`src/rtl/alt_pkg.sv`:
```
// ----------------------------------------------------------------------------
// alt_pkg
// Shared types and constants of the assembly line tokenizer.
// ----------------------------------------------------------------------------
`default_nettype none

package alt_pkg;

    localparam int LINE_LENGTH_DEF = 1024;
    localparam int FIFO_DEPTH_DEF  = 4;

    localparam int START_W  = 10;
    localparam int LENGTH_W = 11;
    localparam int TYPE_W   = 3;
    localparam int VALUE_W  = 32;
    localparam int DIGIT_W  = 6;

    // digit value of a byte that is no digit in any base
    localparam logic [DIGIT_W-1:0] DIGIT_BAD = '1;

    typedef enum logic [2:0] {
        TT_KEYWORD  = 3'd0,
        TT_REGISTER = 3'd1,
        TT_NUMBER   = 3'd2,
        TT_STRING   = 3'd3,
        TT_PSEUDO   = 3'd4
    } token_type_t;

    // what a first byte means for the number parser
    typedef enum logic [2:0] {
        PFX_NONE,
        PFX_HASH,
        PFX_HEX,
        PFX_BIN,
        PFX_DIGIT
    } prefix_t;

    typedef enum logic [1:0] {
        BASE_2,
        BASE_10,
        BASE_16
    } base_t;

    // one classified byte, as it travels from front to back
    typedef struct packed {
        logic               sep;
        logic               quote;
        logic               bslash;
        logic               dot;
        logic               r_letter;
        logic               reg_digit;
        logic               minus;
        prefix_t            prefix;
        logic [DIGIT_W-1:0] digit;
        logic               eol;
    } class_word_t;

endpackage

`default_nettype wire

```
`src/rtl/assembly_line_tokenizer_unit.sv`:
```
// ----------------------------------------------------------------------------
// assembly_line_tokenizer_unit
// Lexer for assembly source lines, one byte per word.
// ----------------------------------------------------------------------------
// Input channel: in_valid / in_stall, carrying character and end_of_line.
// A word is taken on a clock edge with in_valid high and in_stall low.
// Output channel: out_valid / out_stall, carrying token_start,
// token_length, token_type and number_value. At most one token per input
// word; it appears when the token closes (separator, closing quote or the
// last byte of a line).
// Throughput: one byte per cycle, sustained while no result is held. The front
// classifies the byte and writes the queue; the back runs the token state and
// its digit multiply-add combinationally and loads the output register.
// Path: a token closed by byte N is written to the queue, then taken by the
// back and loaded into the output register, from which it is accepted.
// Stall: a held result stays in the output register and the back takes no
// further word until it is accepted; the queue then fills (FIFO_DEPTH
// words) until in_stall rises.
// Reset: queue empty, no token open, line position 0, no result pending.
// ----------------------------------------------------------------------------
`default_nettype none

module assembly_line_tokenizer_unit #(
    parameter int LINE_LENGTH = alt_pkg::LINE_LENGTH_DEF,
    parameter int FIFO_DEPTH  = alt_pkg::FIFO_DEPTH_DEF
) (
    input  wire logic                          clk,
    input  wire logic                          rst_n,
    input  wire logic                          in_valid,
    output logic                               in_stall,
    input  wire logic [7:0]                    character,
    input  wire logic                          end_of_line,
    output logic                               out_valid,
    input  wire logic                          out_stall,
    output logic [alt_pkg::START_W-1:0]        token_start,
    output logic [alt_pkg::LENGTH_W-1:0]       token_length,
    output logic [alt_pkg::TYPE_W-1:0]         token_type,
    output logic signed [alt_pkg::VALUE_W-1:0] number_value
);
    import alt_pkg::*;

    class_word_t front_word;
    class_word_t head_word;
    logic        push;
    logic        fifo_full;
    logic        fifo_not_empty;
    logic        pop;

    alt_front u_front (
        .in_valid    (in_valid),
        .in_stall    (in_stall),
        .character   (character),
        .end_of_line (end_of_line),
        .fifo_full   (fifo_full),
        .push        (push),
        .word        (front_word)
    );

    alt_fifo #(
        .DEPTH (FIFO_DEPTH)
    ) u_fifo (
        .clk       (clk),
        .rst_n     (rst_n),
        .push      (push),
        .push_word (front_word),
        .full      (fifo_full),
        .pop       (pop),
        .not_empty (fifo_not_empty),
        .head_word (head_word)
    );

    alt_back #(
        .LINE_LENGTH (LINE_LENGTH)
    ) u_back (
        .clk          (clk),
        .rst_n        (rst_n),
        .word_valid   (fifo_not_empty),
        .word         (head_word),
        .pop          (pop),
        .out_valid    (out_valid),
        .out_stall    (out_stall),
        .token_start  (token_start),
        .token_length (token_length),
        .token_type   (token_type),
        .number_value (number_value)
    );

endmodule

`default_nettype wire

```
`src/rtl/alt_front.sv`:
```
// ----------------------------------------------------------------------------
// alt_front
// Input side: takes a byte, classifies it and pushes it into the queue.
// ----------------------------------------------------------------------------
`default_nettype none

module alt_front (
    input  wire logic              in_valid,
    output logic                   in_stall,
    input  wire logic [7:0]        character,
    input  wire logic              end_of_line,
    input  wire logic              fifo_full,
    output logic                   push,
    output alt_pkg::class_word_t   word
);
    import alt_pkg::*;

    localparam logic [7:0] CH_NUL    = 8'h00;
    localparam logic [7:0] CH_TAB    = 8'h09;
    localparam logic [7:0] CH_LF     = 8'h0A;
    localparam logic [7:0] CH_SPACE  = 8'h20;
    localparam logic [7:0] CH_COMMA  = 8'h2C;
    localparam logic [7:0] CH_COLON  = 8'h3A;
    localparam logic [7:0] CH_SEMI   = 8'h3B;
    localparam logic [7:0] CH_QUOTE  = 8'h22;
    localparam logic [7:0] CH_BSLASH = 8'h5C;
    localparam logic [7:0] CH_DOT    = 8'h2E;
    localparam logic [7:0] CH_HASH   = 8'h23;
    localparam logic [7:0] CH_MINUS  = 8'h2D;
    localparam logic [7:0] CH_0      = 8'h30;
    localparam logic [7:0] CH_7      = 8'h37;
    localparam logic [7:0] CH_9      = 8'h39;
    localparam logic [7:0] CH_UA     = 8'h41;
    localparam logic [7:0] CH_UB     = 8'h42;
    localparam logic [7:0] CH_UR     = 8'h52;
    localparam logic [7:0] CH_UX     = 8'h58;
    localparam logic [7:0] CH_UZ     = 8'h5A;
    localparam logic [7:0] CH_LA     = 8'h61;
    localparam logic [7:0] CH_LB     = 8'h62;
    localparam logic [7:0] CH_LR     = 8'h72;
    localparam logic [7:0] CH_LX     = 8'h78;
    localparam logic [7:0] CH_LZ     = 8'h7A;
    localparam logic [7:0] ALPHA_OFS = 8'd10;

    logic       is_dec;
    logic [7:0] dv_full;

    assign in_stall = fifo_full;
    assign push     = in_valid && !fifo_full;

    always_comb
    begin
        is_dec = (character >= CH_0) && (character <= CH_9);

        if (is_dec)
        begin
            dv_full = character - CH_0;
        end
        else if ((character >= CH_UA) && (character <= CH_UZ))
        begin
            dv_full = character - CH_UA + ALPHA_OFS;
        end
        else if ((character >= CH_LA) && (character <= CH_LZ))
        begin
            dv_full = character - CH_LA + ALPHA_OFS;
        end
        else
        begin
            dv_full = 8'(DIGIT_BAD);
        end

        word.sep = (character == CH_NUL) || (character == CH_TAB) ||
                   (character == CH_LF) || (character == CH_SPACE) ||
                   (character == CH_COMMA) || (character == CH_COLON) ||
                   (character == CH_SEMI);
        word.quote     = (character == CH_QUOTE);
        word.bslash    = (character == CH_BSLASH);
        word.dot       = (character == CH_DOT);
        word.r_letter  = (character == CH_UR) || (character == CH_LR);
        word.reg_digit = (character >= CH_0) && (character <= CH_7);
        word.minus     = (character == CH_MINUS);
        word.digit     = dv_full[DIGIT_W-1:0];
        word.eol       = end_of_line;

        if (character == CH_HASH)
        begin
            word.prefix = PFX_HASH;
        end
        else if ((character == CH_UX) || (character == CH_LX))
        begin
            word.prefix = PFX_HEX;
        end
        else if ((character == CH_UB) || (character == CH_LB))
        begin
            word.prefix = PFX_BIN;
        end
        else if (is_dec)
        begin
            word.prefix = PFX_DIGIT;
        end
        else
        begin
            word.prefix = PFX_NONE;
        end
    end

endmodule

`default_nettype wire

```
`src/rtl/alt_fifo.sv`:
```
// ----------------------------------------------------------------------------
// alt_fifo
// Short queue of classified words between front and back.
// ----------------------------------------------------------------------------
`default_nettype none

module alt_fifo #(
    parameter int DEPTH = alt_pkg::FIFO_DEPTH_DEF
) (
    input  wire logic                 clk,
    input  wire logic                 rst_n,
    input  wire logic                 push,
    input  wire alt_pkg::class_word_t push_word,
    output logic                      full,
    input  wire logic                 pop,
    output logic                      not_empty,
    output alt_pkg::class_word_t      head_word
);
    import alt_pkg::*;

    localparam int PTR_W = (DEPTH > 1) ? $clog2(DEPTH) : 1;
    localparam int CNT_W = $clog2(DEPTH + 1);

    class_word_t        mem_reg [DEPTH];
    logic [PTR_W-1:0]   wr_ptr_reg;
    logic [PTR_W-1:0]   wr_ptr_next;
    logic [PTR_W-1:0]   rd_ptr_reg;
    logic [PTR_W-1:0]   rd_ptr_next;
    logic [CNT_W-1:0]   count_reg;
    logic [CNT_W-1:0]   count_next;
    logic               do_push;
    logic               do_pop;

    assign full      = (count_reg == CNT_W'(DEPTH));
    assign not_empty = (count_reg != '0);
    assign head_word = mem_reg[rd_ptr_reg];
    assign do_push   = push && !full;
    assign do_pop    = pop && not_empty;

    always_comb
    begin
        wr_ptr_next = wr_ptr_reg;
        rd_ptr_next = rd_ptr_reg;
        count_next  = count_reg;
        if (do_push)
        begin
            wr_ptr_next = (wr_ptr_reg == PTR_W'(DEPTH - 1)) ? '0 : wr_ptr_reg + 1'b1;
        end
        if (do_pop)
        begin
            rd_ptr_next = (rd_ptr_reg == PTR_W'(DEPTH - 1)) ? '0 : rd_ptr_reg + 1'b1;
        end
        if (do_push && !do_pop)
        begin
            count_next = count_reg + 1'b1;
        end
        else if (do_pop && !do_push)
        begin
            count_next = count_reg - 1'b1;
        end
    end

    always_ff @(posedge clk or negedge rst_n)
    begin
        if (!rst_n)
        begin
            wr_ptr_reg <= '0;
            rd_ptr_reg <= '0;
            count_reg  <= '0;
        end
        else
        begin
            wr_ptr_reg <= wr_ptr_next;
            rd_ptr_reg <= rd_ptr_next;
            count_reg  <= count_next;
        end
    end

    always_ff @(posedge clk)
    begin
        if (do_push)
        begin
            mem_reg[wr_ptr_reg] <= push_word;
        end
    end

endmodule

`default_nettype wire

```
`src/rtl/alt_back.sv`:
```
// ----------------------------------------------------------------------------
// alt_back
// Token state machine: one classified word per cycle while no result is held,
// results into an output register.
// ----------------------------------------------------------------------------
`default_nettype none

module alt_back #(
    parameter int LINE_LENGTH = alt_pkg::LINE_LENGTH_DEF
) (
    input  wire logic                          clk,
    input  wire logic                          rst_n,
    input  wire logic                          word_valid,
    input  wire alt_pkg::class_word_t          word,
    output logic                               pop,
    output logic                               out_valid,
    input  wire logic                          out_stall,
    output logic [alt_pkg::START_W-1:0]        token_start,
    output logic [alt_pkg::LENGTH_W-1:0]       token_length,
    output logic [alt_pkg::TYPE_W-1:0]         token_type,
    output logic signed [alt_pkg::VALUE_W-1:0] number_value
);
    import alt_pkg::*;

    localparam int POS_W = $clog2(LINE_LENGTH);
    localparam int LEN_W = $clog2(LINE_LENGTH + 1);
    localparam int SW    = (POS_W > START_W) ? POS_W : START_W;
    localparam int LW    = (LEN_W > LENGTH_W) ? LEN_W : LENGTH_W;

    // line and token state
    logic [POS_W-1:0]   pos_reg,     pos_next;
    logic               in_tok_reg,  in_tok_next;
    logic               in_str_reg,  in_str_next;
    logic [POS_W-1:0]   start_reg,   start_next;
    logic [LEN_W-1:0]   len_reg,     len_next;
    logic               prev_bs_reg, prev_bs_next;
    logic               fb_dot_reg,  fb_dot_next;
    logic               fb_quote_reg, fb_quote_next;
    logic               fb_r_reg,    fb_r_next;
    logic               sb_reg_reg,  sb_reg_next;
    // number parser state
    base_t              base_reg,    base_next;
    logic               stage_reg,   stage_next;
    logic               neg_reg,     neg_next;
    logic               ok_reg,      ok_next;
    logic               dseen_reg,   dseen_next;
    logic [VALUE_W-1:0] acc_reg,     acc_next;
    // output register
    logic                out_valid_reg, out_valid_next;
    logic [START_W-1:0]  out_start_reg, out_start_next;
    logic [LENGTH_W-1:0] out_len_reg,   out_len_next;
    token_type_t         out_type_reg,  out_type_next;
    logic [VALUE_W-1:0]  out_value_reg, out_value_next;

    logic               take;
    logic               emit;
    logic               take_digit;
    logic [4:0]         base_val;
    logic [VALUE_W-1:0] scaled;
    logic [VALUE_W-1:0] term;
    logic [SW-1:0]      start_wide;
    logic [LW-1:0]      len_wide;

    assign take = word_valid && (!out_valid_reg || !out_stall);
    assign pop  = take;

    assign out_valid    = out_valid_reg;
    assign token_start  = out_start_reg;
    assign token_length = out_len_reg;
    assign token_type   = TYPE_W'(out_type_reg);
    assign number_value = out_value_reg;

    // multiply-add for the digit step; bases are 2, 10 and 16
    always_comb
    begin
        case (base_reg)
            BASE_2:  base_val = 5'd2;
            BASE_10: base_val = 5'd10;
            BASE_16: base_val = 5'd16;
            default: base_val = 5'd10;
        endcase

        case (base_reg)
            BASE_2:  scaled = {acc_reg[VALUE_W-2:0], 1'b0};
            BASE_16: scaled = {acc_reg[VALUE_W-5:0], 4'b0};
            BASE_10: scaled = {acc_reg[VALUE_W-4:0], 3'b0} + {acc_reg[VALUE_W-2:0], 1'b0};
            default: scaled = acc_reg;
        endcase

        // value is kept signed, so a minus subtracts each digit
        term = neg_reg ? (VALUE_W'(0) - VALUE_W'(word.digit)) : VALUE_W'(word.digit);
    end

    always_comb
    begin
        pos_next      = pos_reg;
        in_tok_next   = in_tok_reg;
        in_str_next   = in_str_reg;
        start_next    = start_reg;
        len_next      = len_reg;
        prev_bs_next  = prev_bs_reg;
        fb_dot_next   = fb_dot_reg;
        fb_quote_next = fb_quote_reg;
        fb_r_next     = fb_r_reg;
        sb_reg_next   = sb_reg_reg;
        base_next     = base_reg;
        stage_next    = stage_reg;
        neg_next      = neg_reg;
        ok_next       = ok_reg;
        dseen_next    = dseen_reg;
        acc_next      = acc_reg;
        emit          = 1'b0;
        take_digit    = 1'b0;

        if (!in_tok_reg)
        begin
            if (!word.sep)
            begin
                in_tok_next   = 1'b1;
                in_str_next   = word.quote;
                start_next    = pos_reg;
                len_next      = LEN_W'(1);
                fb_dot_next   = word.dot;
                fb_quote_next = word.quote;
                fb_r_next     = word.r_letter;
                sb_reg_next   = 1'b0;
                prev_bs_next  = word.bslash;
                neg_next      = 1'b0;
                dseen_next    = 1'b0;
                acc_next      = '0;
                ok_next       = 1'b1;
                stage_next    = 1'b0;
                base_next     = BASE_10;
                case (word.prefix)
                    PFX_HASH:  base_next = BASE_10;
                    PFX_HEX:   base_next = BASE_16;
                    PFX_BIN:   base_next = BASE_2;
                    PFX_DIGIT:
                    begin
                        // a leading decimal digit is always valid
                        stage_next = 1'b1;
                        dseen_next = 1'b1;
                        acc_next   = VALUE_W'(word.digit);
                    end
                    default:   ok_next = 1'b0;
                endcase
            end
        end
        else if (in_str_reg)
        begin
            if (len_reg < LEN_W'(LINE_LENGTH))
            begin
                len_next = len_reg + 1'b1;
            end
            if (len_next == LEN_W'(2))
            begin
                sb_reg_next = word.reg_digit;
            end
            if (word.quote && !prev_bs_reg)
            begin
                emit = 1'b1;
            end
            else
            begin
                prev_bs_next = word.bslash;
            end
        end
        else if (word.sep)
        begin
            emit = 1'b1;
        end
        else
        begin
            if (len_reg < LEN_W'(LINE_LENGTH))
            begin
                len_next = len_reg + 1'b1;
            end
            if (len_next == LEN_W'(2))
            begin
                sb_reg_next = word.reg_digit;
            end
            prev_bs_next = word.bslash;
            if (ok_reg)
            begin
                if (!stage_reg)
                begin
                    stage_next = 1'b1;
                    if (word.minus)
                    begin
                        neg_next = 1'b1;
                    end
                    else
                    begin
                        take_digit = 1'b1;
                    end
                end
                else
                begin
                    take_digit = 1'b1;
                end
            end
            if (take_digit)
            begin
                if (word.digit >= {1'b0, base_val})
                begin
                    ok_next = 1'b0;
                end
                else
                begin
                    acc_next   = scaled + term;
                    dseen_next = 1'b1;
                end
            end
        end

        if (word.eol)
        begin
            if (in_tok_next && !emit)
            begin
                emit = 1'b1;
            end
            pos_next = '0;
        end
        else if (pos_reg < POS_W'(LINE_LENGTH - 1))
        begin
            pos_next = pos_reg + 1'b1;
        end

        if (emit)
        begin
            in_tok_next = 1'b0;
            in_str_next = 1'b0;
        end
        if (word.eol)
        begin
            in_tok_next = 1'b0;
            in_str_next = 1'b0;
        end
    end

    // token fields from the updated token state
    always_comb
    begin
        start_wide     = SW'(start_next);
        len_wide       = LW'(len_next);
        out_start_next = start_wide[START_W-1:0];
        out_len_next   = len_wide[LENGTH_W-1:0];
        out_value_next = '0;
        if (fb_dot_next)
        begin
            out_type_next = TT_PSEUDO;
        end
        else if (fb_quote_next)
        begin
            out_type_next = TT_STRING;
        end
        else if (fb_r_next && (len_next == LEN_W'(2)) && sb_reg_next)
        begin
            out_type_next = TT_REGISTER;
        end
        else if (ok_next && dseen_next)
        begin
            out_type_next  = TT_NUMBER;
            out_value_next = acc_next;
        end
        else
        begin
            out_type_next = TT_KEYWORD;
        end

        if (take && emit)
        begin
            out_valid_next = 1'b1;
        end
        else if (!out_stall)
        begin
            out_valid_next = 1'b0;
        end
        else
        begin
            out_valid_next = out_valid_reg;
        end
    end

    always_ff @(posedge clk or negedge rst_n)
    begin
        if (!rst_n)
        begin
            pos_reg       <= '0;
            in_tok_reg    <= 1'b0;
            in_str_reg    <= 1'b0;
            start_reg     <= '0;
            len_reg       <= '0;
            prev_bs_reg   <= 1'b0;
            fb_dot_reg    <= 1'b0;
            fb_quote_reg  <= 1'b0;
            fb_r_reg      <= 1'b0;
            sb_reg_reg    <= 1'b0;
            base_reg      <= BASE_10;
            stage_reg     <= 1'b0;
            neg_reg       <= 1'b0;
            ok_reg        <= 1'b0;
            dseen_reg     <= 1'b0;
            acc_reg       <= '0;
            out_valid_reg <= 1'b0;
        end
        else
        begin
            if (take)
            begin
                pos_reg      <= pos_next;
                in_tok_reg   <= in_tok_next;
                in_str_reg   <= in_str_next;
                start_reg    <= start_next;
                len_reg      <= len_next;
                prev_bs_reg  <= prev_bs_next;
                fb_dot_reg   <= fb_dot_next;
                fb_quote_reg <= fb_quote_next;
                fb_r_reg     <= fb_r_next;
                sb_reg_reg   <= sb_reg_next;
                base_reg     <= base_next;
                stage_reg    <= stage_next;
                neg_reg      <= neg_next;
                ok_reg       <= ok_next;
                dseen_reg    <= dseen_next;
                acc_reg      <= acc_next;
            end
            out_valid_reg <= out_valid_next;
        end
    end

    always_ff @(posedge clk)
    begin
        if (take && emit)
        begin
            out_start_reg <= out_start_next;
            out_len_reg   <= out_len_next;
            out_type_reg  <= out_type_next;
            out_value_reg <= out_value_next;
        end
    end

endmodule

`default_nettype wire

```
`config.mk`:
```
export PLATFORM = sky130hd
export DESIGN_NAME = assembly_line_tokenizer_unit
export DESIGN_NICKNAME = d
export VERILOG_FILES = /design/src/rtl/alt_pkg.sv /design/src/rtl/assembly_line_tokenizer_unit.sv /design/src/rtl/alt_front.sv /design/src/rtl/alt_fifo.sv /design/src/rtl/alt_back.sv
export SDC_FILE = /design/constraint.sdc
export NUM_CORES = 1
export LEC_CHECK = 0
export BUFFER_PORTS_ARGS = -buffer_cell sky130_fd_sc_hd__buf_4
export CORE_MARGIN = 4
export CORE_UTILIZATION = 59
export DETAILED_ROUTE_END_ITERATION = 16
export GPL_ROUTABILITY_DRIVEN = 1
export HOLD_SLACK_MARGIN = 0.1
export PLACE_DENSITY_LB_ADDON = 0.2
export SYNTH_ARGS = -nofsm -noshare
export SYNTH_HDL_FRONTEND = slang
export SYNTH_SLANG_ARGS = --single-unit
```
`constraint.sdc`:
```
create_clock -name clk -period 12.4 [get_ports clk]
set_input_delay 2.48 -clock clk [delete_from_list [all_inputs] [get_ports clk]]
set_output_delay 2.48 -clock clk [all_outputs]
set_load 0.05 [all_outputs]
```
==> impl_metrics.toml, run 1 <==
[grt]
grt_pass1_wl_um = 57000
grt_usage_pct = 27.0
grtUsageMet1_pct = 36.0
grt_pass1_vias = 10700
grt_max_degree = 55
antenna_found_initial = 0
overflow = 0
top_usage_layer = "met2"
use_met2_pct = 44.1
met3_usage_pct = 4.46

[logic_synthesis]
postSynthCellCount = 1354
yosysWarnings = 0
netlist_area_um2 = 13800
ys.flop_type = "edfxtp_1"
ys_types = 79
synth-seq-cells = 208
synth-edff-count = 124
avgSynthCellArea_um2 = 10.2
synthArstFlopShare_pct = 40.4
syn_nets = 1450
synth_seq_area_share_pct = 42.3

[route]
wl_per_cell_um = 20.4
routed_wl_um = 35300
detail-route-antenna-nets = 0
drt_iter0_drc = 1108
drt_pass1_iterations = 6
vias = 11100
routed_via_density = 6.40
drc = 0

[cells_and_area]
fin_cells = 1732
mostFrequentLayoutCell = "nand2_1"
antenna_cells = 0
largest_register_ff_count = 68
finalNetCount = 1498
syn2layout_area_growth_pct = 11.0
drive_gt1_share_pct = 14.2
design_area_um2 = 15300
layout_common_cells = "170 x nand2_1, 124 x edfxtp_1, 95 x a21oi_1, 95 x nor2_1, 91 x o21ai_0"

[timing]
drv_slew = 0
rsz0062_at_grt = "false"
relSlewSlack_pct = 26.2
setup_violations = 0
worst_slew_pin_slew_ns = 1.11
final_min_period_over_clock_period_pct = 47.2
finClkSkew_ns = 0.0164
finalHoldViolCount = 0
period_minus_slack_ns = 5.85
fmax_mhz = 171
fin_setup_tns_ns = 0

[clock_tree]
cts_buffers = 23
tritoncts = "yes"
clk_pin_slew_ns = 0.06
clkLatencyLatePin_ns = 0.52
post_cts.repair.setup_buffers = 0
cts-root-buf = "clkbuf_16"
hold_buffers = 0
clock_path_buffers = 3
htreeDepth = 1
cts_resized = 0
cts.sinks = 208

[floorplan]
die_w_um = 161
dieArea_um2 = 25800
num_rows = 55
dieHeight_um = 161
fp.coreArea_um2 = 22800
io_pins = 71
start_util_pct = 60.5

[placement]
post-dp-hpwl_um = 24700
gp_congestion = 0.935
numPortBuffers = 70
placed_cell_area_um2 = 14500
dp.cells = 1690

[setup_path]
criticalPathCategory = "flip-flop to flip-flop"
worst_setup_path_end_kind = "flip-flop"
slowest_delay_ns = 0.46
cp_max_fo = 7
startpoint_type = "flip-flop"
crit_buf_inv = 0
crit_required_ns = 12.71
critical_path_arrival_ns = 6.16
path_delay_family = "compound AO/OA/AOI/OAI gates"
slowest_stage = "mux4_2"
crit_chain = "ha_1 -> fa_1 -> a211oi_1 -> o21ai_0 -> a31oi_1 -> o21ai_0 -> nand2b_1 -> a21oi_1 -> o21ai_0 -> xnor2_1 -> mux4_2 -> ha_1 -> nand3_1 -> or3_1 -> a211oi_1 -> o21ai_1 -> o211ai_1 -> xor2_1 -> nand2_1 -> a211oi_1"

[run_status]
status = "complete, no violations"

[power_and_ir_drop]
power_density_nw_per_um2 = 221
power_leakage_nw = 6.07
power_mw = 3.37
p_int_mw = 1.89
power_frac_clock_pct = 20.9
vdd_drop_max_v = 0.000159
seqPwrFrac_pct = 32.8
p_switching_mw = 1.48
combPwrFrac_pct = 46.3
switching_share_pct = 43.9

[min_path]
hp-class = "flip-flop to flip-flop"

[job]
cap_violations = 0
==> worst reg2reg max path: stages (launching register included) <==
cell      delay (ns)
dfrtp_1         0.45
ha_1            0.25
fa_1            0.44
a211oi_1        0.29
o21ai_0         0.14
a31oi_1         0.35
o21ai_0         0.28
nand2b_1        0.21
a21oi_1         0.26
o21ai_0         0.14
xnor2_1         0.15
mux4_2          0.46
ha_1            0.44
nand3_1         0.17
or3_1           0.37
a211oi_1        0.33
o21ai_1         0.21
o211ai_1        0.24
xor2_1          0.18
nand2_1         0.08
a211oi_1        0.24
==> worst paths after layout <==
check                              startpoint                       to  slack [ns]  cells past startpoint
max in group asynchronous               rst_n       u_back.base_reg[1]        9.32                      2
max reg2reg                 u_back.acc_reg[2]  u_back.number_value[29]        6.55                     20
max                         u_back.acc_reg[2]  u_back.number_value[29]        6.55                     20
min in group asynchronous               rst_n         u_back.out_valid        1.99                      1
min                        u_back.prev_bs_reg       u_back.prev_bs_reg        0.49                      1
min reg2reg                u_back.prev_bs_reg       u_back.prev_bs_reg        0.49                      1
==> cell usage after synthesis (all sizes together) (4+ instances only) <==
master	instances	area share (%)
nor2	97	2.7
edfxtp	124	27
mux2	22	1.8
a21o	22	1.2
and2	13	0.61
nand2	170	4.6
o31a	4	0.25
o21a	14	0.76
a211o	4	0.25
o211ai	12	0.65
a31oi	14	0.64
nand2b	9	0.41
mux2i	10	0.73
a21oi	95	3.5
xnor2	46	2.9
ha	80	7.3
o21bai	13	0.71
clkbuf	41	1.1
and3	18	0.82
o31ai	8	0.44
and4	4	0.25
o2111ai	8	0.51
or2	4	0.18
o41ai	7	0.45
dfrtp	83	15
mux4	43	7.0
nor3	21	0.80
nand3	40	1.5
buf	20	0.96
a22oi	5	0.27
a211oi	19	1.0
a22o	22	1.4
o21ai	93	3.4
xor2	21	1.3
inv	44	1.2
or3	15	0.72
nand4	11	0.50
nor3b	4	0.22
a41oi	4	0.25
nor2b	11	0.50
nor4	8	0.36
==> final cells by class <==
class / count / area (um^2)
Fill cell: 1785 / 7490
Inverter: 46 / 173
Multi-Input combinational cell: 1039 / 7490
Clock buffer: 28 / 594
Clock inverter: 14 / 179
Sequential cell: 208 / 5830
Tap cell: 313 / 392
Timing Repair Buffer: 84 / 631
==> power by group through the flow <==
stage / Clock [mW] / Combinational, mW / Sequential [mW]
after floorplan: 0 / 0.862 / 1.36
after global placement: 0 / 1.53 / 1.11
after detailed placement: 0 / 1.55 / 1.12
after CTS: 0.716 / 1.56 / 1.11
after global routing: 0.744 / 1.68 / 1.13
final: 0.705 / 1.56 / 1.11
==> layer usage <==
metal  part of all wire, %  vias up  wire (um)
met5                     0        -          0
met4                   4.6        0       1640
met3                   7.1      106       2500
met2                    47      459      16700
met1                    41     5315      14500
li1                      -     5208          -
==> cell families (layout without fill, tap and decap cells) <==
kind of cell,after synthesis,count (layout),share of synthesized area (%)
adders and majority gates,83,83,7.71
and+or+nand+nor,441,441,15.2
DFF,208,208,42.3
buffers and inverters,107,172,3.33
AOI/OAI and AO/OA,373,373,17.6
muxes,75,75,9.56
xor gates and xnor gates,67,67,4.26
==> per-stage QoR <==
stage | utilization [%] | setup WS, ns | hold slack, ns
final | 67.1 | 6.55 | 0.488
after global routing | 67.1 | 6.18 | 0.489
after CTS | 67.1 | 6.60 | 0.486
after detailed placement | 63.7 | 6.63 | 0.472
after global placement | 63.7 | 6.78 | 0.467
after floorplan | - | 7.17 | 0.455
Note: power is estimated with default switching activity, not from simulation.
==> run 2, diff against run 1 <==
- CORE_UTILIZATION: 59 -> 57
- clock period: 12.4 -> 4.95 ns (I/O delays scaled with it)
==> impl_metrics.toml, run 2 (synthesized netlist as in run 1, its figures left out) <==
[run_status]
status = "complete, no violations"

[power_and_ir_drop]
power_frac_clock_pct = 20.5
switching_share_pct = 44.0
p_switching_mw = 3.78
power_leakage_nw = 6.42
power_mw = 8.59
vdd_drop_max_v = 0.000380
power_density_nw_per_um2 = 535
combPwrFrac_pct = 47.7
p_int_mw = 4.81
seqPwrFrac_pct = 31.8

[min_path]
hp-class = "flip-flop to flip-flop"
min_from = "u_back.dseen_reg"

[grt]
grt_max_degree = 48
grt_usage_pct = 27.8
grt_pass1_vias = 11200
antenna_found_initial = 0
overflow = 0
grt_pass1_wl_um = 59600

[setup_path]
r2r-start = "u_back.acc_reg[2]"
startpoint_type = "flip-flop"
cp_max_fo = 4
r2r-end = "u_back.number_value[31]"
r2r_cells = 22
criticalPathCategory = "flip-flop to flip-flop"
critical_path_arrival_ns = 5.22
worst_setup_path_end_kind = "flip-flop"
crit_end = "u_back.number_value[31]"
r2r_setup_slack_ns = 0.13
crit_required_ns = 5.35
startpoint = "u_back.acc_reg[2]"

[floorplan]
dieHeight_um = 163
die_w_um = 163
fp.coreArea_um2 = 23600
dieArea_um2 = 26700
num_rows = 56
start_util_pct = 58.3
io_pins = 71

[route]
drt_pass1_iterations = 5
routed_wl_um = 37100
routed_via_density = 6.32
detail-route-antenna-nets = 0
vias = 11400
wl_per_cell_um = 20.5
drc = 0
drt_iter0_drc = 970

[cells_and_area]
layout_common_cells = "170 x nand2_1, 152 x buf_4, 124 x edfxtp_1"
drive_gt1_share_pct = 20.6
final_util_pct = 68.0
antenna_cells = 0
num-fill-cells = 1792
largest_register_ff_count = 68
syn2layout_area_growth_pct = 16.5
mostFrequentLayoutCell = "nand2_1"
finalNetCount = 1567

[clock_tree]
cts_buffers = 23
clock_path_buffers = 3
cts-root-buf = "clkbuf_16"
tritoncts = "yes"
hold_buffers = 0
clkLatencyLatePin_ns = 0.54
cts.sinks = 208
htreeDepth = 1
clk_pin_slew_ns = 0.06

[placement]
dp_slack_ns = -0.0685
numPortBuffers = 70
gp_congestion = 0.995
post-dp-hpwl_um = 26300

[timing]
fmax_mhz = 207
drv_slew = 0
setup_violations = 0
worst_slack_ns = 0.126
finalHoldViolCount = 0
finClkSkew_ns = 0.00983
final_min_period_over_clock_period_pct = 97.5
relSlewSlack_pct = 22.8
period_minus_slack_ns = 4.82
whs_ns = 0.492
worst_slew_pin_slew_ns = 1.15

[job]
cap_violations = 0
[run 2: cell types whose count changed in the layout (fill, tap and decap cells not counted), sizes merged]
cell / previous run / this run
buf: 84 / 153
bufinv: 4 / 3
clkbuf: 28 / 26
clkinv: 9 / 11
inv: 45 / 46
[run 2: what timing repair did]
item,in CTS,in global routing
setup endpoints to repair,5,27
pin swaps,4,20
gates resized for setup,7,37
setup buffers,1,1
[run 2: per-stage QoR]
step	instances	TNS, ns	area (um^2)
5_1_grt	1807	-0.339	16000
3_3_place_gp	1763	-0.0671	15000
4_1_cts	1806	0	15800
6_report	1807	0	16000
2_1_floorplan	1354	-0.0364	13800
3_5_place_dp	1763	-0.200	15000
[run 2: worst min path at each step]
| stage | end | slack, ns | depth (start not counted) |
|---|---|---|---|
| floorplan | u_back.prev_bs_reg | 0.45 | 1 |
| global placement | u_back.prev_bs_reg | 0.47 | 1 |
| detailed placement | u_back.dseen_reg | 0.48 | 1 |
| CTS | u_fifo.count_reg[2] | 0.49 | 1 |
| global route | u_back.prev_bs_reg | 0.51 | 1 |
| finish | u_back.dseen_reg | 0.49 | 1 |
[run 2: layout make-up]
type | instances | area [um^2] | share of cell area (%)
Clock buffer | 26 | 597 | 3.72
Clock inverter | 16 | 175 | 1.09
Inverter | 46 | 173 | 1.08
Multi-Input combinational cell | 1039 | 7710 | 48.0
Sequential cell | 208 | 5830 | 36.4
Tap cell | 319 | 399 | 2.49
Timing Repair Buffer | 153 | 1160 | 7.24
[run 2: critical path, cell delays in order, from the launching register on]
cell	delay, ns
dfrtp_1	0.38
ha_2	0.20
fa_2	0.39
a211oi_4	0.26
o21ai_1	0.10
a31oi_2	0.22
o21ai_2	0.11
nand2b_4	0.17
a21oi_4	0.15
buf_4	0.13
xnor2_1	0.05
mux4_2	0.49
ha_4	0.29
inv_1	0.05
buf_4	0.14
or3_4	0.37
a211oi_4	0.21
buf_4	0.16
o211ai_1	0.09
nand2_1	0.13
xnor2_2	0.10
or4_1	0.40
nand3_1	0.09
[run 2: layer usage]
| metal | part of all wire (%) | GRT usage (%) | wire, um | up-vias |
|---|---|---|---|---|
| li1 | - | - | - | 5339 |
| met5 | 0 | 0 | 0 | - |
| met2 | 48 | 46.8 | 17900 | 428 |
| met4 | 4.5 | 11.2 | 1680 | 0 |
| met3 | 6.1 | 3.43 | 2260 | 102 |
| met1 | 41 | 36.9 | 15300 | 5560 |
[run 2: power by group through the flow]
stage	Combinational, mW	Clock, mW	Sequential [mW]
finish	4.10	1.76	2.73
global route	4.40	1.87	2.78
CTS	4.05	1.79	2.73
detailed placement	4.02	0	2.75
global placement	3.97	0	2.73
floorplan	2.16	0	3.40
==> run 3, diff against run 2 <==
- PLACE_DENSITY: unset -> 0.78
- PLACE_DENSITY_LB_ADDON: 0.2 -> unset
==> impl_metrics.toml, run 3 (synthesized netlist as in run 1, its figures left out) <==
[timing]
finClkSkew_ns = 0.00960
setup_violations = 0
drv_slew = 0
rsz0062_at_grt = "true"
final_min_period_over_clock_period_pct = 96.4
finalHoldViolCount = 0
relSlewSlack_pct = 36.1
worst_slew_pin_slew_ns = 0.959
fmax_mhz = 210
period_minus_slack_ns = 4.77

[clock_tree]
hold_buffers = 0
clk_pin_slew_ns = 0.06
cts-root-buf = "clkbuf_16"
htreeDepth = 1
cts.sinks = 208
cts_buffers = 23
clkLatencyLatePin_ns = 0.52
clock_path_buffers = 3
tritoncts = "yes"

[grt]
grt_pass1_vias = 11400
overflow = 0
grt_pass1_wl_um = 59800
grt_usage_pct = 27.9
antenna_found_initial = 0
grt_max_degree = 55

[run_status]
status = "complete, no violations"

[route]
wl_per_cell_um = 20.6
drc = 0
routed_via_density = 6.42
routed_wl_um = 37100
detail-route-antenna-nets = 0
vias = 11600
drt_pass1_iterations = 7
drt_iter0_drc = 1111

[placement]
gp_congestion = 0.990
numPortBuffers = 70
placed_cell_area_um2 = 15000
post-dp-hpwl_um = 26700

[floorplan]
start_util_pct = 58.3
dieHeight_um = 163
die_w_um = 163
fp.coreArea_um2 = 23600
dieArea_um2 = 26700
num_rows = 56
io_pins = 71

[min_path]
hp-class = "flip-flop to flip-flop"

[cells_and_area]
syn2layout_area_growth_pct = 16.5
layout_common_cells = "169 x nand2_1, 149 x buf_4, 124 x edfxtp_1"
largest_register_ff_count = 68
antenna_cells = 0
drive_gt1_share_pct = 20.9
design_area_um2 = 16000
finalNetCount = 1564
mostFrequentLayoutCell = "nand2_1"

[power_and_ir_drop]
power_leakage_nw = 6.42
vdd_drop_max_v = 0.000389
power_mw = 8.59
power_density_nw_per_um2 = 536

[setup_path]
crit_required_ns = 5.21
startpoint_type = "flip-flop"
cp_max_fo = 3
critical_path_arrival_ns = 5.03
worst_setup_path_end_kind = "flip-flop"
criticalPathCategory = "flip-flop to flip-flop"

[job]
cap_violations = 0
[run 3: cell count changes in the layout (fill, tap and decap cells not counted), sizes merged]
| cell | before | now |
|---|---|---|
| buf | 153 | 150 |
| bufinv | 3 | 4 |
| clkbuf | 26 | 29 |
| clkinv | 11 | 7 |
| clkinvlp | 2 | 3 |
| inv | 46 | 45 |
[run 3: routing by layer]
metal  wire length, um  vias up  share of wire (%)  GRT usage (%)
li1                  -     5338                  -              -
met1             15100     5649                 41           36.2
met2             18100      492                 49           47.8
met3              2460       99                6.6           3.84
met5                 0        -                  0              0
met4              1490        0                4.0           10.7
[run 3: critical path, stage by stage, from the launching register on]
cell and delay, ns:
dfrtp_1 0.42, ha_4 0.18, fa_2 0.34, a211oi_2 0.22
o21ai_1 0.10, a31oi_1 0.18, buf_4 0.15, buf_4 0.11
o21bai_1 0.05, a21oi_1 0.17, xnor2_1 0.09, mux4_2 0.47
ha_1 0.31, a21oi_1 0.19, o21ai_0 0.12, o311ai_1 0.32
a21oi_2 0.13, a21oi_2 0.23, a31oi_1 0.15, buf_4 0.16
a211o_1 0.29, o2bb2ai_2 0.12
[run 3: per-stage QoR]
stage | TNS [ns] | instances | utilization, % | hold WS (ns) | setup WS [ns]
after floorplan | -0.0364 | 1354 | - | 0.455 | -0.0364
after global placement | -0.00206 | 1756 | 63.5 | 0.468 | -0.00206
after detailed placement | -0.271 | 1756 | 63.5 | 0.478 | -0.115
after CTS | 0 | 1798 | 67.0 | 0.490 | 0.0211
after global routing | -0.0843 | 1804 | 68.0 | 0.507 | -0.0628
final | 0 | 1804 | 68.0 | 0.494 | 0.177
[run 3: where the power goes]
part           internal (mW)  switching, mW  total, mW  leakage (nW)
clock network           1.08          0.696       1.78         0.373
logic                   1.34           2.74       4.08          3.81
registers               2.43          0.305       2.74          2.24
total                   4.86           3.74       8.59          6.42
[run 3: final cells by class]
cell class,count,area (um^2)
multi-input cells,1039,7720
fillers,1781,7560
flip-flops and latches,208,5830
repair buffers,150,1140
clock buffers,29,608
well taps,319,399
clock inverters,13,178
inverters,46,173
[run 3: worst paths after layout]
| kind | to | slack [ns] | cells past startpoint | from |
|---|---|---|---|---|
| min reg2reg | u_back.prev_bs_reg | 0.49 | 1 | u_back.prev_bs_reg |
| min | u_back.prev_bs_reg | 0.49 | 1 | u_back.prev_bs_reg |
| max reg2reg | u_back.number_value[30] | 0.18 | 21 | u_back.acc_reg[0] |
| min in group asynchronous | u_back.len_reg[3] | 0.56 | 1 | rst_n |
| max | u_back.number_value[30] | 0.18 | 21 | u_back.acc_reg[0] |
| max in group asynchronous | u_back.acc_reg[3] | 3.38 | 2 | rst_n |
[run 3: repair_timing]
item,CTS,global route
pin swaps,5,20
setup endpoints to repair,8,32
buffers inserted,0,6
gates resized for setup,8,48
hold endpoints to repair,0,0
